[src/sv/edt_pkg.sv]
// Package with constants, types and the CORDIC angle table of the texel lookup.
package edt_pkg;

  localparam int unsigned MaxWidth    = 8192;
  localparam int unsigned MaxHeight   = 4096;
  localparam int unsigned DirFracBits = 15;
  localparam int unsigned AngleBits   = 16;
  localparam int unsigned Stages      = 32;
  // Datapath width of the CORDIC x/y registers (value up to about 2^32 * 1.65).
  localparam int unsigned XyW         = 36;
  localparam int unsigned AccW        = 34;
  localparam int unsigned SqW         = 16;

  localparam logic [0:0] RegWidth  = 1'b0;
  localparam logic [0:0] RegHeight = 1'b1;

  // Data handed from one CORDIC cell to the next.
  typedef struct packed {
    logic               vld;
    logic signed [XyW-1:0]  ux;
    logic signed [XyW-1:0]  uy;
    logic signed [AccW-1:0] uacc;
    logic signed [XyW-1:0]  vx;
    logic signed [XyW-1:0]  vy;
    logic signed [AccW-1:0] vacc;
  } cordic_t;

  // Square-root cell payload: radicand remainder, partial root, y clamp, x and z.
  typedef struct packed {
    logic               vld;
    logic [31:0]        rem;
    logic [SqW-1:0]     root;
    logic signed [16:0] yc;
    logic signed [15:0] x;
    logic signed [15:0] z;
  } sqrt_t;

  function automatic logic [31:0] turn_angle(input logic [4:0] i);
    logic [31:0] t;
    case (i)
      5'd0:  t = 32'd536870912;  5'd1:  t = 32'd316933406;
      5'd2:  t = 32'd167458907;  5'd3:  t = 32'd85004756;
      5'd4:  t = 32'd42667331;   5'd5:  t = 32'd21354465;
      5'd6:  t = 32'd10679838;   5'd7:  t = 32'd5340245;
      5'd8:  t = 32'd2670163;    5'd9:  t = 32'd1335087;
      5'd10: t = 32'd667544;     5'd11: t = 32'd333772;
      5'd12: t = 32'd166886;     5'd13: t = 32'd83443;
      5'd14: t = 32'd41722;      5'd15: t = 32'd20861;
      5'd16: t = 32'd10430;      5'd17: t = 32'd5215;
      5'd18: t = 32'd2608;       5'd19: t = 32'd1304;
      5'd20: t = 32'd652;        5'd21: t = 32'd326;
      5'd22: t = 32'd163;        5'd23: t = 32'd81;
      5'd24: t = 32'd41;         5'd25: t = 32'd20;
      5'd26: t = 32'd10;         5'd27: t = 32'd5;
      5'd28: t = 32'd3;          5'd29: t = 32'd1;
      5'd30: t = 32'd1;          default: t = 32'd0;
    endcase
    return t;
  endfunction

endpackage

[src/sv/edt_sqrt_cell.sv]
// One digit cell of the pipelined integer square root of one minus y squared.
module edt_sqrt_cell
  import edt_pkg::*;
(
  input  logic        clk,
  input  logic        rst_n,
  input  logic        en,
  input  logic [4:0]  bit_pos,
  input  sqrt_t       d_in,
  output sqrt_t       d_out
);

  sqrt_t       d_r, d_nxt;
  logic [31:0] trial;
  logic [31:0] root_ext;

  // Restoring digit step: try root bit bit_pos (weight 2^(2*bit_pos) on squares).
  always_comb begin
    root_ext = {{(32-SqW){1'b0}}, d_in.root};
    trial    = (root_ext << (bit_pos + 5'd1)) + (32'd1 << {bit_pos, 1'b0});
    d_nxt    = d_in;
    if (d_in.rem >= trial) begin
      d_nxt.rem  = d_in.rem - trial;
      d_nxt.root = d_in.root | (SqW'(1) << bit_pos);
    end
  end

  always_ff @(posedge clk) begin
    if (!rst_n) begin
      d_r.vld <= 1'b0;
    end else if (en) begin
      d_r <= d_nxt;
    end
  end

  assign d_out = d_r;

endmodule

[config.mk]
export PLATFORM = sky130hd
export DESIGN_NAME = edt_sqrt_cell
export DESIGN_NICKNAME = d
export VERILOG_FILES = /design/src/sv/edt_pkg.sv /design/src/sv/edt_sqrt_cell.sv
export SDC_FILE = /design/constraint.sdc
export NUM_CORES = 1
export LEC_CHECK = 0
export BUFFER_PORTS_ARGS = -buffer_cell sky130_fd_sc_hd__buf_2
export CORE_MARGIN = 10
export CORE_UTILIZATION = 55
export CTS_CLUSTER_DIAMETER = 40
export DETAILED_ROUTE_END_ITERATION = 8
export PLACE_DENSITY = 0.82
export SLEW_MARGIN = 10
export SYNTH_ARGS = -nofsm -noshare
export SYNTH_HDL_FRONTEND = slang
export SYNTH_SLANG_ARGS = --single-unit
[constraint.sdc]
create_clock -name clk -period 10.16 [get_ports clk]
set_input_delay 2.032 -clock clk [delete_from_list [all_inputs] [get_ports clk]]
set_output_delay 2.032 -clock clk [all_outputs]
set_load 0.05 [all_outputs]
==> results list <==
- Number of antenna violations at the first check in global routing: 0
- The final hold violation count was 0.
* Number of DRC markers in iteration 0: 556
- Slew at the pin closest to its max-slew limit: 0.768 ns
* Growth of design area from synthesis to finish: 18.0%
- Max-capacitance violation count: 0
* Cts bufs inserted: 9
- In this run the worst setup path terminates at d_out[66].
* Post-detailed-route DRC marker count: 0
* Share of Yosys cell area claimed by the top area cell type: 0.364
- The first global-routing pass estimated 35400 µm of wire.
- Averaged over all synthesized cells, the footprint is 9.79 µm².
* DIE AREA: 19800 µm²
* Maximum achievable frequency: 113 MHz
- For this run, the leading register cell type out of synthesis is edfxtp_1.
- Core footprint: 14400 µm²
- Number of H-tree branching levels: 3
- Row generation in the floorplan step produced 44 rows.
- TritonCTS clock tree: done
- In this run the power spent charging and discharging nets is 620 µW.
- Fraction of final layout cells with drive strength greater than 1: 0.285
* Clock power frac: 0.214
- The worst register-to-register path begins at d_out[97].
* Inserted Diodes: 0
- The Yosys step of the flow raised 0 warnings.
- The most numerous cell type found on the critical path is a21o_1.
* Required time worst endpoint: 10.27 ns
* Setup CP Type: in2reg
* CP max-delay cell: buf_2
- Reg-to-Reg End: d_out[97]
- Data arrival time at the worst-slack endpoint: 8.95 ns
- Yosys mapped the design onto 97 distinct sky130hd cell types.
- Grouping stages by cell kind, the critical path spends the most delay in compound AO/OA/AOI/OAI gates.
* Via density per instance: 5.97
* Cell count after placement: 1181
- For the final database, setup skew stands at 0 ns.
- For this run, the register share of the synthesized area comes to 0.366.
- CTS Root Buffer Type: clkbuf_16
* Status: finished clean
- Post-route antenna net violation count: 0
- Synthesis produced a netlist with a net count of 981.
- For this design the ratio of total power to cell area is 161 nW/µm².
- Critical path buffer and inverter count: 4
- Setup tns final: 0 ns
- Routability cong.: 1.01
- Number of iterations in the first detailed-routing pass: 5
* Period Utilization, post-route: 0.870
- STA classifies the critical path startpoint as an input port.
- On the worst path, the slowest cell contributes a delay of 0.43 ns.
* Critical Path Sink Type: flip-flop
* Peak supply drop: 86.1 µV
- Number of register bits inferred by synthesis: 98
- At the end of the flow the core is filled with cells to 0.655.
- Synthesis handed over a netlist of 818 instances.
- Counting along the longest clock path gives a buffer depth of 2.
- Stages on the worst setup path: 29
* Critical path peak fanout: 36
- Number of clock sinks seen by CTS: 98
- Worst min-delay path class: reg2reg
* Flop2flop setup slack: 9.56 ns
- edfxtp_1 takes more of the synthesized area than any other cell.
- Summed over all layers, the global routing overflow is 0.
- Setup violations remaining at the end of the flow were counted as 0.
- Number of flops mapped to enable cells by yosys: 97
- Share of power burned in combinational logic: 0.450
- At the later pin of the worst-skew pair, clock insertion delay measures 0.35 ns.
* Number of nets in the layout: 1171
* Summed instance area of the synthesized netlist: 8010 µm²
* GRT Overall Usage: 0.217
- Final critical delay including setup and external delays: 8.84 ns
- Measured along the x axis, the die boundary spans 141 µm.
* Drt wl/cell: 18.9 µm
- Leakage power figure: 4.04 nW
- In this run the tightest slew margin relative to its limit is 0.486.
* Number of global-route vias before repair: 6912
- Most frequent cell after synthesis: edfxtp_1
- The internal power of the cells totals 905 µW.
- Cell count of the worst reg-to-reg path: 2
- Wires add up to 22600 µm.
- Register clock-pin slew on the reported worst setup and hold paths: 0.07 ns
* Final number of max-transition violations: 0
* Pin count of the biggest net entering global routing: 63
- The register with the most flip-flops in the layout has 98 of them.
- Post-cts repair resize count: 0
* Post-CTS Repair Setup Buffers: 0
- Die H: 141 µm
- In the post-synthesis netlist, the biggest area contributors are edfxtp_1 36%, ha_1 8.8%, nand2_1 4.0%, nor2_1 3.7%, mux2i_1 3.4%.
- In the synthesized netlist, the cells that appear most often are 97 x edfxtp_1, 85 x nand2_1, 78 x nor2_1.
- Final non-filler cell total: 1197
- The share of total power dissipated in sequential elements is 0.337.
- Effective utilization at floorplan: 0.555
- In this run, post-CTS hold repair placed 0 buffers.
- Boundary Pins: 204
* Proportion of register bits with asynchronous set or reset after synthesis: 0
- Detailed placement finished with a half-perimeter wire length of 18100 µm.
- Total via count after detailed routing: 7141
- Number of I/O port buffers: 203
* RSZ-0062 raised after global routing: false
* Switching share of power: 0.407
- In this run the worst setup path begins at bit_pos[0].
-- layer usage --
metal  up-vias  share of wire  GRT usage
met3        36          0.084     0.0544
met5         -              0          0
met4         0          0.021     0.0636
met2       345           0.48      0.357
li1       3463              -          -
met1      3297           0.42      0.274
-- power groups by stage --
| stage | combinational (mW) | sequential [mW] | clock, mW |
|---|---|---|---|
| global placement | 0.669 | 0.521 | 0 |
| floorplan | 0.376 | 0.668 | 0 |
| detailed placement | 0.677 | 0.523 | 0 |
| global route | 0.743 | 0.517 | 0.350 |
| CTS | 0.681 | 0.514 | 0.334 |
| finish | 0.686 | 0.513 | 0.326 |
-- layout make-up --
| class | instances | area [µm²] |
|---|---|---|
| fill | 1207 | 4970 |
| inverter | 23 | 86.3 |
| sequential | 98 | 2930 |
| timing repair buffer | 214 | 1110 |
| clock inverter | 6 | 53.8 |
| clock buffer | 10 | 229 |
| tap | 184 | 230 |
| multi-input combinational | 662 | 4810 |
-- kinds of logic after synthesis --
logic type | count (synthesis) | share of synthesized area
buffers and inverters | 58 | 0.0336
flip-flops | 98 | 0.366
XOR/XNOR | 55 | 0.0625
AO/OA/AOI/OAI | 244 | 0.218
adder cells (fa/ha/maj) | 57 | 0.0900
multiplexers | 53 | 0.0778
AND/OR/NAND/NOR | 253 | 0.151
-- worst min-delay path by stage --
| stage | from | slack (ns) | cells past startpoint | to |
|---|---|---|---|---|
| final | d_out[97] | 0.53 | 2 | d_out[97] |
| after detailed placement | d_out[97] | 0.51 | 2 | d_out[97] |
| after floorplan | d_out[97] | 0.74 | 2 | d_out[97] |
| after global placement | d_out[97] | 0.50 | 2 | d_out[97] |
| after global routing | d_out[97] | 0.55 | 2 | d_out[97] |
| after CTS | d_out[97] | 0.53 | 2 | d_out[97] |
-- cell usage in the layout (no fill, tap or decap), types with 15 or more instances in the layout --
master | synthesis | routed
o21ai_0 | 51 | 51
edfxtp_1 | 97 | 97
nor2_1 | 78 | 78
a21o_1 | 18 | 18
nand3_1 | 17 | 17
o21bai_1 | 18 | 18
a21oi_1 | 50 | 50
mux2i_1 | 27 | 27
ha_1 | 56 | 56
nand2_1 | 85 | 85
xor2_1 | 29 | 29
inv_1 | 22 | 22
mux2_2 | 15 | 15
buf_2 | 11 | 203
xnor2_1 | 25 | 25
-- worst reg2reg max path, cell delays in order (launching register included) --
cell     delay (ns)
dfxtp_1        0.31
mux2i_1        0.13
nor2b_1        0.06
-- through the flow --
stage	hold WS, ns	power (mW)	cell area [µm²]	worst slack (ns)
CTS	0.531	1.53	9450	1.36
global route	0.551	1.61	9450	0.624
global placement	0.498	1.19	9170	1.20
finish	0.530	1.53	9450	1.32
floorplan	0.743	1.04	8010	1.82
detailed placement	0.510	1.20	9170	1.01
Power figures use the tool's default switching activity.
