$ cat config.mk
export PLATFORM = sky130hd
export DESIGN_NAME = edt_cordic_cell
export DESIGN_NICKNAME = d
export VERILOG_FILES = /design/src/sv/edt_pkg.sv /design/src/sv/edt_cordic_cell.sv
export SDC_FILE = /design/constraint.sdc
export NUM_CORES = 2
export LEC_CHECK = 0
export BUFFER_PORTS_ARGS = -buffer_cell sky130_fd_sc_hd__clkbuf_2
export CAP_MARGIN = 10
export CORE_AREA = 2 2 271 273
export DETAILED_ROUTE_END_ITERATION = 6
export DIE_AREA = 0 0 273 275
export HOLD_SLACK_MARGIN = 0.12
export PLACE_DENSITY = 0.76
export SLEW_MARGIN = 20
export SYNTH_ARGS = -nofsm -noshare
export SYNTH_HDL_FRONTEND = slang
export SYNTH_SLANG_ARGS = --single-unit
$ cat constraint.sdc
create_clock -name clk -period 7 [get_ports clk]
set_input_delay 1.4 -clock clk [delete_from_list [all_inputs] [get_ports clk]]
set_output_delay 1.4 -clock clk [all_outputs]
set_load 0.03 [all_outputs]
$ cat src/sv/edt_pkg.sv
// Package with constants, types and the CORDIC angle table of the texel lookup.
package edt_pkg;

  localparam int unsigned MaxWidth    = 8192;
  localparam int unsigned MaxHeight   = 4096;
  localparam int unsigned DirFracBits = 15;
  localparam int unsigned AngleBits   = 16;
  localparam int unsigned Stages      = 32;
  // Datapath width of the CORDIC x/y registers (value up to about 2^32 * 1.65).
  localparam int unsigned XyW         = 36;
  localparam int unsigned AccW        = 34;
  localparam int unsigned SqW         = 16;

  localparam logic [0:0] RegWidth  = 1'b0;
  localparam logic [0:0] RegHeight = 1'b1;

  // Data handed from one CORDIC cell to the next.
  typedef struct packed {
    logic               vld;
    logic signed [XyW-1:0]  ux;
    logic signed [XyW-1:0]  uy;
    logic signed [AccW-1:0] uacc;
    logic signed [XyW-1:0]  vx;
    logic signed [XyW-1:0]  vy;
    logic signed [AccW-1:0] vacc;
  } cordic_t;

  // Square-root cell payload: radicand remainder, partial root, y clamp, x and z.
  typedef struct packed {
    logic               vld;
    logic [31:0]        rem;
    logic [SqW-1:0]     root;
    logic signed [16:0] yc;
    logic signed [15:0] x;
    logic signed [15:0] z;
  } sqrt_t;

  function automatic logic [31:0] turn_angle(input logic [4:0] i);
    logic [31:0] t;
    case (i)
      5'd0:  t = 32'd536870912;  5'd1:  t = 32'd316933406;
      5'd2:  t = 32'd167458907;  5'd3:  t = 32'd85004756;
      5'd4:  t = 32'd42667331;   5'd5:  t = 32'd21354465;
      5'd6:  t = 32'd10679838;   5'd7:  t = 32'd5340245;
      5'd8:  t = 32'd2670163;    5'd9:  t = 32'd1335087;
      5'd10: t = 32'd667544;     5'd11: t = 32'd333772;
      5'd12: t = 32'd166886;     5'd13: t = 32'd83443;
      5'd14: t = 32'd41722;      5'd15: t = 32'd20861;
      5'd16: t = 32'd10430;      5'd17: t = 32'd5215;
      5'd18: t = 32'd2608;       5'd19: t = 32'd1304;
      5'd20: t = 32'd652;        5'd21: t = 32'd326;
      5'd22: t = 32'd163;        5'd23: t = 32'd81;
      5'd24: t = 32'd41;         5'd25: t = 32'd20;
      5'd26: t = 32'd10;         5'd27: t = 32'd5;
      5'd28: t = 32'd3;          5'd29: t = 32'd1;
      5'd30: t = 32'd1;          default: t = 32'd0;
    endcase
    return t;
  endfunction

endpackage

$ cat src/sv/edt_cordic_cell.sv
// One vectoring CORDIC cell that rotates both the longitude and colatitude vectors.
module edt_cordic_cell
  import edt_pkg::*;
(
  input  logic        clk,
  input  logic        rst_n,
  input  logic        en,
  input  logic [4:0]  stage,
  input  cordic_t     c_in,
  output cordic_t     c_out
);

  cordic_t          c_r, c_nxt;
  logic [AccW-1:0]  t;

  always_comb begin
    t     = AccW'(turn_angle(stage));
    c_nxt = c_in;
    // Longitude vector: drive y toward zero.
    if (c_in.uy > 0) begin
      c_nxt.ux   = c_in.ux + (c_in.uy >>> stage);
      c_nxt.uy   = c_in.uy - (c_in.ux >>> stage);
      c_nxt.uacc = c_in.uacc + $signed(t);
    end else if (c_in.uy < 0) begin
      c_nxt.ux   = c_in.ux - (c_in.uy >>> stage);
      c_nxt.uy   = c_in.uy + (c_in.ux >>> stage);
      c_nxt.uacc = c_in.uacc - $signed(t);
    end
    // Colatitude vector.
    if (c_in.vy > 0) begin
      c_nxt.vx   = c_in.vx + (c_in.vy >>> stage);
      c_nxt.vy   = c_in.vy - (c_in.vx >>> stage);
      c_nxt.vacc = c_in.vacc + $signed(t);
    end else if (c_in.vy < 0) begin
      c_nxt.vx   = c_in.vx - (c_in.vy >>> stage);
      c_nxt.vy   = c_in.vy + (c_in.vx >>> stage);
      c_nxt.vacc = c_in.vacc - $signed(t);
    end
  end

  always_ff @(posedge clk) begin
    if (!rst_n) begin
      c_r.vld <= 1'b0;
    end else if (en) begin
      c_r <= c_nxt;
    end
  end

  assign c_out = c_r;

endmodule

==> results.py <==
metrics = {
    "power": {
        "powerDensity_nw_per_um2": 188,
        "power.total_mw": 8.13,
        "p_leak_nw": 19.4,
        "ir_worst_vdd_mv": 0.263,
    },
    "clock_network": {
        "ctsLongestPathBuffers": 3,
        "cts_tree": "done",
        "clock-sinks": 213,
        "numCtsBuffers": 28,
        "path_clk_slew_ns": 0.06,
        "cts-root-buf": "clkbuf_16",
        "post_cts_buffers": 0,
        "htreeDepth": 1,
        "clock_latency_ns": 0.60,
        "hold_buffers": 0,
        "cts_resized": 0,
    },
    "synthesis": {
        "synth_seq_cells": 213,
        "avgSynthCellArea_um2": 7.31,
        "syn_inst": 5370,
        "ys_types": 100,
        "syn_nets": 6038,
        "synth_top_area_share_pct": 16.2,
        "yosysTopAreaCell": "edfxtp_1",
        "synth_edf_count": 212,
        "synth-async-reset-ratio_pct": 0,
        "ys_seq_area_share_pct": 16.3,
        "synthTopCellsByArea": "edfxtp_1 16%, ha_1 14%, a21oi_1 7.4%",
        "synth_area_um2": 39200,
        "synth_warnings": 0,
        "yosys_most_used_dff": "edfxtp_1",
    },
    "critical_path": {
        "timing.critical_path.max_delay_family": "compound AO/OA/AOI/OAI gates",
        "start_kind": "primary input",
        "max_stage_delay_ns": 0.58,
        "end_kind": "flop",
        "worstPathMaxFanout": 63,
        "reg2reg_depth": 2,
        "path_common_cell": "nor2_1",
        "worst-endpoint-required_ns": 7.35,
        "path_buf_inv": 2,
        "path_class": "primary input to flop",
        "crit_chain": "buf_6 > buf_12 > mux2_2 > o21ai_0 > nor2_1 > a21o_1 > o21ai_0 > nor2_1 > nor2_1 > ha_1 > nor2_1 > a211oi_1 > o221ai_1 > a2111oi_0 > o31ai_1 > a41oi_1 > o31ai_1 > a311oi_1 > xor2_1 > a22oi_1 > o21ai_0",
        "cp_slowest_cell": "o31ai_1",
        "arrival_ns": 6.67,
        "path_depth": 21,
    },
    "global_route": {
        "grt_pass1_vias": 38200,
        "grt_pass1_wl_um": 231000,
        "grt_max_degree": 142,
        "antenna_found_initial": 3,
        "grt-ovfl-total": 0,
        "globalRouteTotalUtil_pct": 39.4,
    },
    "timing": {
        "max_slew_margin_pct": 18.4,
        "setup_viol": 0,
        "hold_slack_ns": 0.548,
        "hold_viol": 0,
        "drv_slew": 0,
        "fin_crit_sh_pct": 90.4,
        "min_period_ns": 6.33,
        "tns_ns": 0,
        "worst_pin_slew_ns": 1.22,
        "finClkSkew_ns": 0,
        "fmaxAchievable_ghz": 0.158,
        "rsz0062_at_grt": "no",
    },
    "floorplan": {
        "die_w_um": 273,
        "start_util_pct": 54.2,
        "core_um2": 72300,
        "die_area_um2": 75100,
        "chipHeight_um": 275,
        "rows": 99,
        "ios": 434,
    },
    "route": {
        "finalWirelength_um": 155000,
        "wl_per_cell_um": 23.6,
        "dr_wl_met3_um": 15500,
        "drt_iter0_markers": 5254,
        "ant_nets": 0,
        "vias": 42300,
        "firstDrtPassIters": 6,
        "via_per_inst": 6.41,
        "wl_met2_um": 66700,
        "highest_layer": "met5",
        "drc": 0,
        "wl_met1_um": 65200,
    },
    "final_layout": {
        "area_delta_synth_final_pct": 10.3,
        "multi_input_area_um2": 30100,
        "layout_commonest_cell": "nor2_1",
        "seq_area_um2": 6390,
        "final_cell_mix": "612 x nor2_1, 581 x a21oi_1, 576 x nand2_1",
        "nets": 6278,
        "largest_reg_flops": 213,
        "num-fill-cells": 6922,
        "fin_util_pct": 59.8,
        "drive_gt1_share_pct": 13.9,
    },
    "place": {
        "place.gp.congestion": 1.03,
        "dp_hpwl_um": 122000,
        "port_buffers": 433,
    },
    "status": {
        "status": "finished clean",
    },
    "run": {
        "drv_cap": 0,
    },
    "worst_hold_path": {
        "holdPathStages": 2,
        "hold_class": "flop to flop",
    },
}
-- cells in the mapped netlist (14+ instances only) --
cell type and count:
o21ai_1 25, a21oi_1 581, clkbuf_1 267, a211o_1 16
xor2_1 58, ha_1 435, or3_1 29, o21a_1 95
nor3_1 85, o22ai_1 68, nand3_1 74, nor2_1 614
or2_2 20, buf_2 26, nor4_1 47, o211ai_1 39
nor2b_1 61, mux2i_1 147, o21bai_1 91, a31oi_1 48
and3_1 35, a22oi_1 14, nand2_1 576, mux4_2 62
buf_1 44, and2_1 15, mux2_2 34, a21o_1 83
xnor2_1 207, a311oi_1 15, o41ai_1 23, o31ai_1 52
inv_1 374, a211oi_1 90, nand4_1 23, edfxtp_1 212
o21ai_0 349, nand2b_1 71
-- power by group --
part | total [mW] | switching (mW) | leakage [nW] | internal [mW]
logic | 4.91 | 3.12 | 16.9 | 1.79
clock network | 1.52 | 0.686 | 0.441 | 0.834
registers | 1.71 | 0.0583 | 1.99 | 1.65
total | 8.13 | 3.86 | 19.4 | 4.27
-- path summary, 6_finish.rpt --
path                                         startpoint                      end  slack (ns)
worst max-delay path                           stage[0]     c_out[104]$_DFFE_PP_        0.67
worst min-delay path            c_out[212]$_SDFFE_PN0P_  c_out[212]$_SDFFE_PN0P_        0.55
worst max register to register  c_out[212]$_SDFFE_PN0P_  c_out[212]$_SDFFE_PN0P_        6.38
worst min register to register  c_out[212]$_SDFFE_PN0P_  c_out[212]$_SDFFE_PN0P_        0.55
-- per-layer routing --
layer	vias to the layer above	track usage (%)
met5	-	0
met2	2362	60.6
met3	362	6.79
li1	19800	-
met1	19800	54.1
met4	4	17.4
-- cell families after synthesis --
kind of cell | after synthesis | share of synthesized area [%]
flops | 213 | 16.3
simple gates | 1696 | 19.2
fa+ha+maj | 447 | 14.5
xor+xnor | 265 | 5.92
mux | 244 | 8.31
buf+inv | 730 | 7.10
compound gates | 1775 | 28.8
-- area by class of cell --
cell class                 count  area share [%]
multi-input combinational   4427            69.5
sequential                   213            14.8
timing repair buffer         552            7.43
inverter                     388            3.38
tap                          959            2.77
clock buffer                  31            1.69
clock inverter                21           0.431
antenna                        3          0.0174
-- worst min-delay path: cells and delay by family, from the launching register on --
family,cells,cell delay [ns]
DFF,1,0.34
and+or+nand+nor,1,0.10
muxes,1,0.08
-- stage by stage --
| step | area [µm²] | std cells | setup WS, ns |
|---|---|---|---|
| floorplan | 39200 | 5370 | 0.0339 |
| global placement | 42300 | 6539 | 0.332 |
| detailed placement | 42300 | 6539 | 0.234 |
| CTS | 43300 | 6591 | 0.862 |
| global route | 43300 | 6592 | 0.361 |
| finish | 43300 | 6594 | 0.675 |
Power figures use the tool's default switching activity.
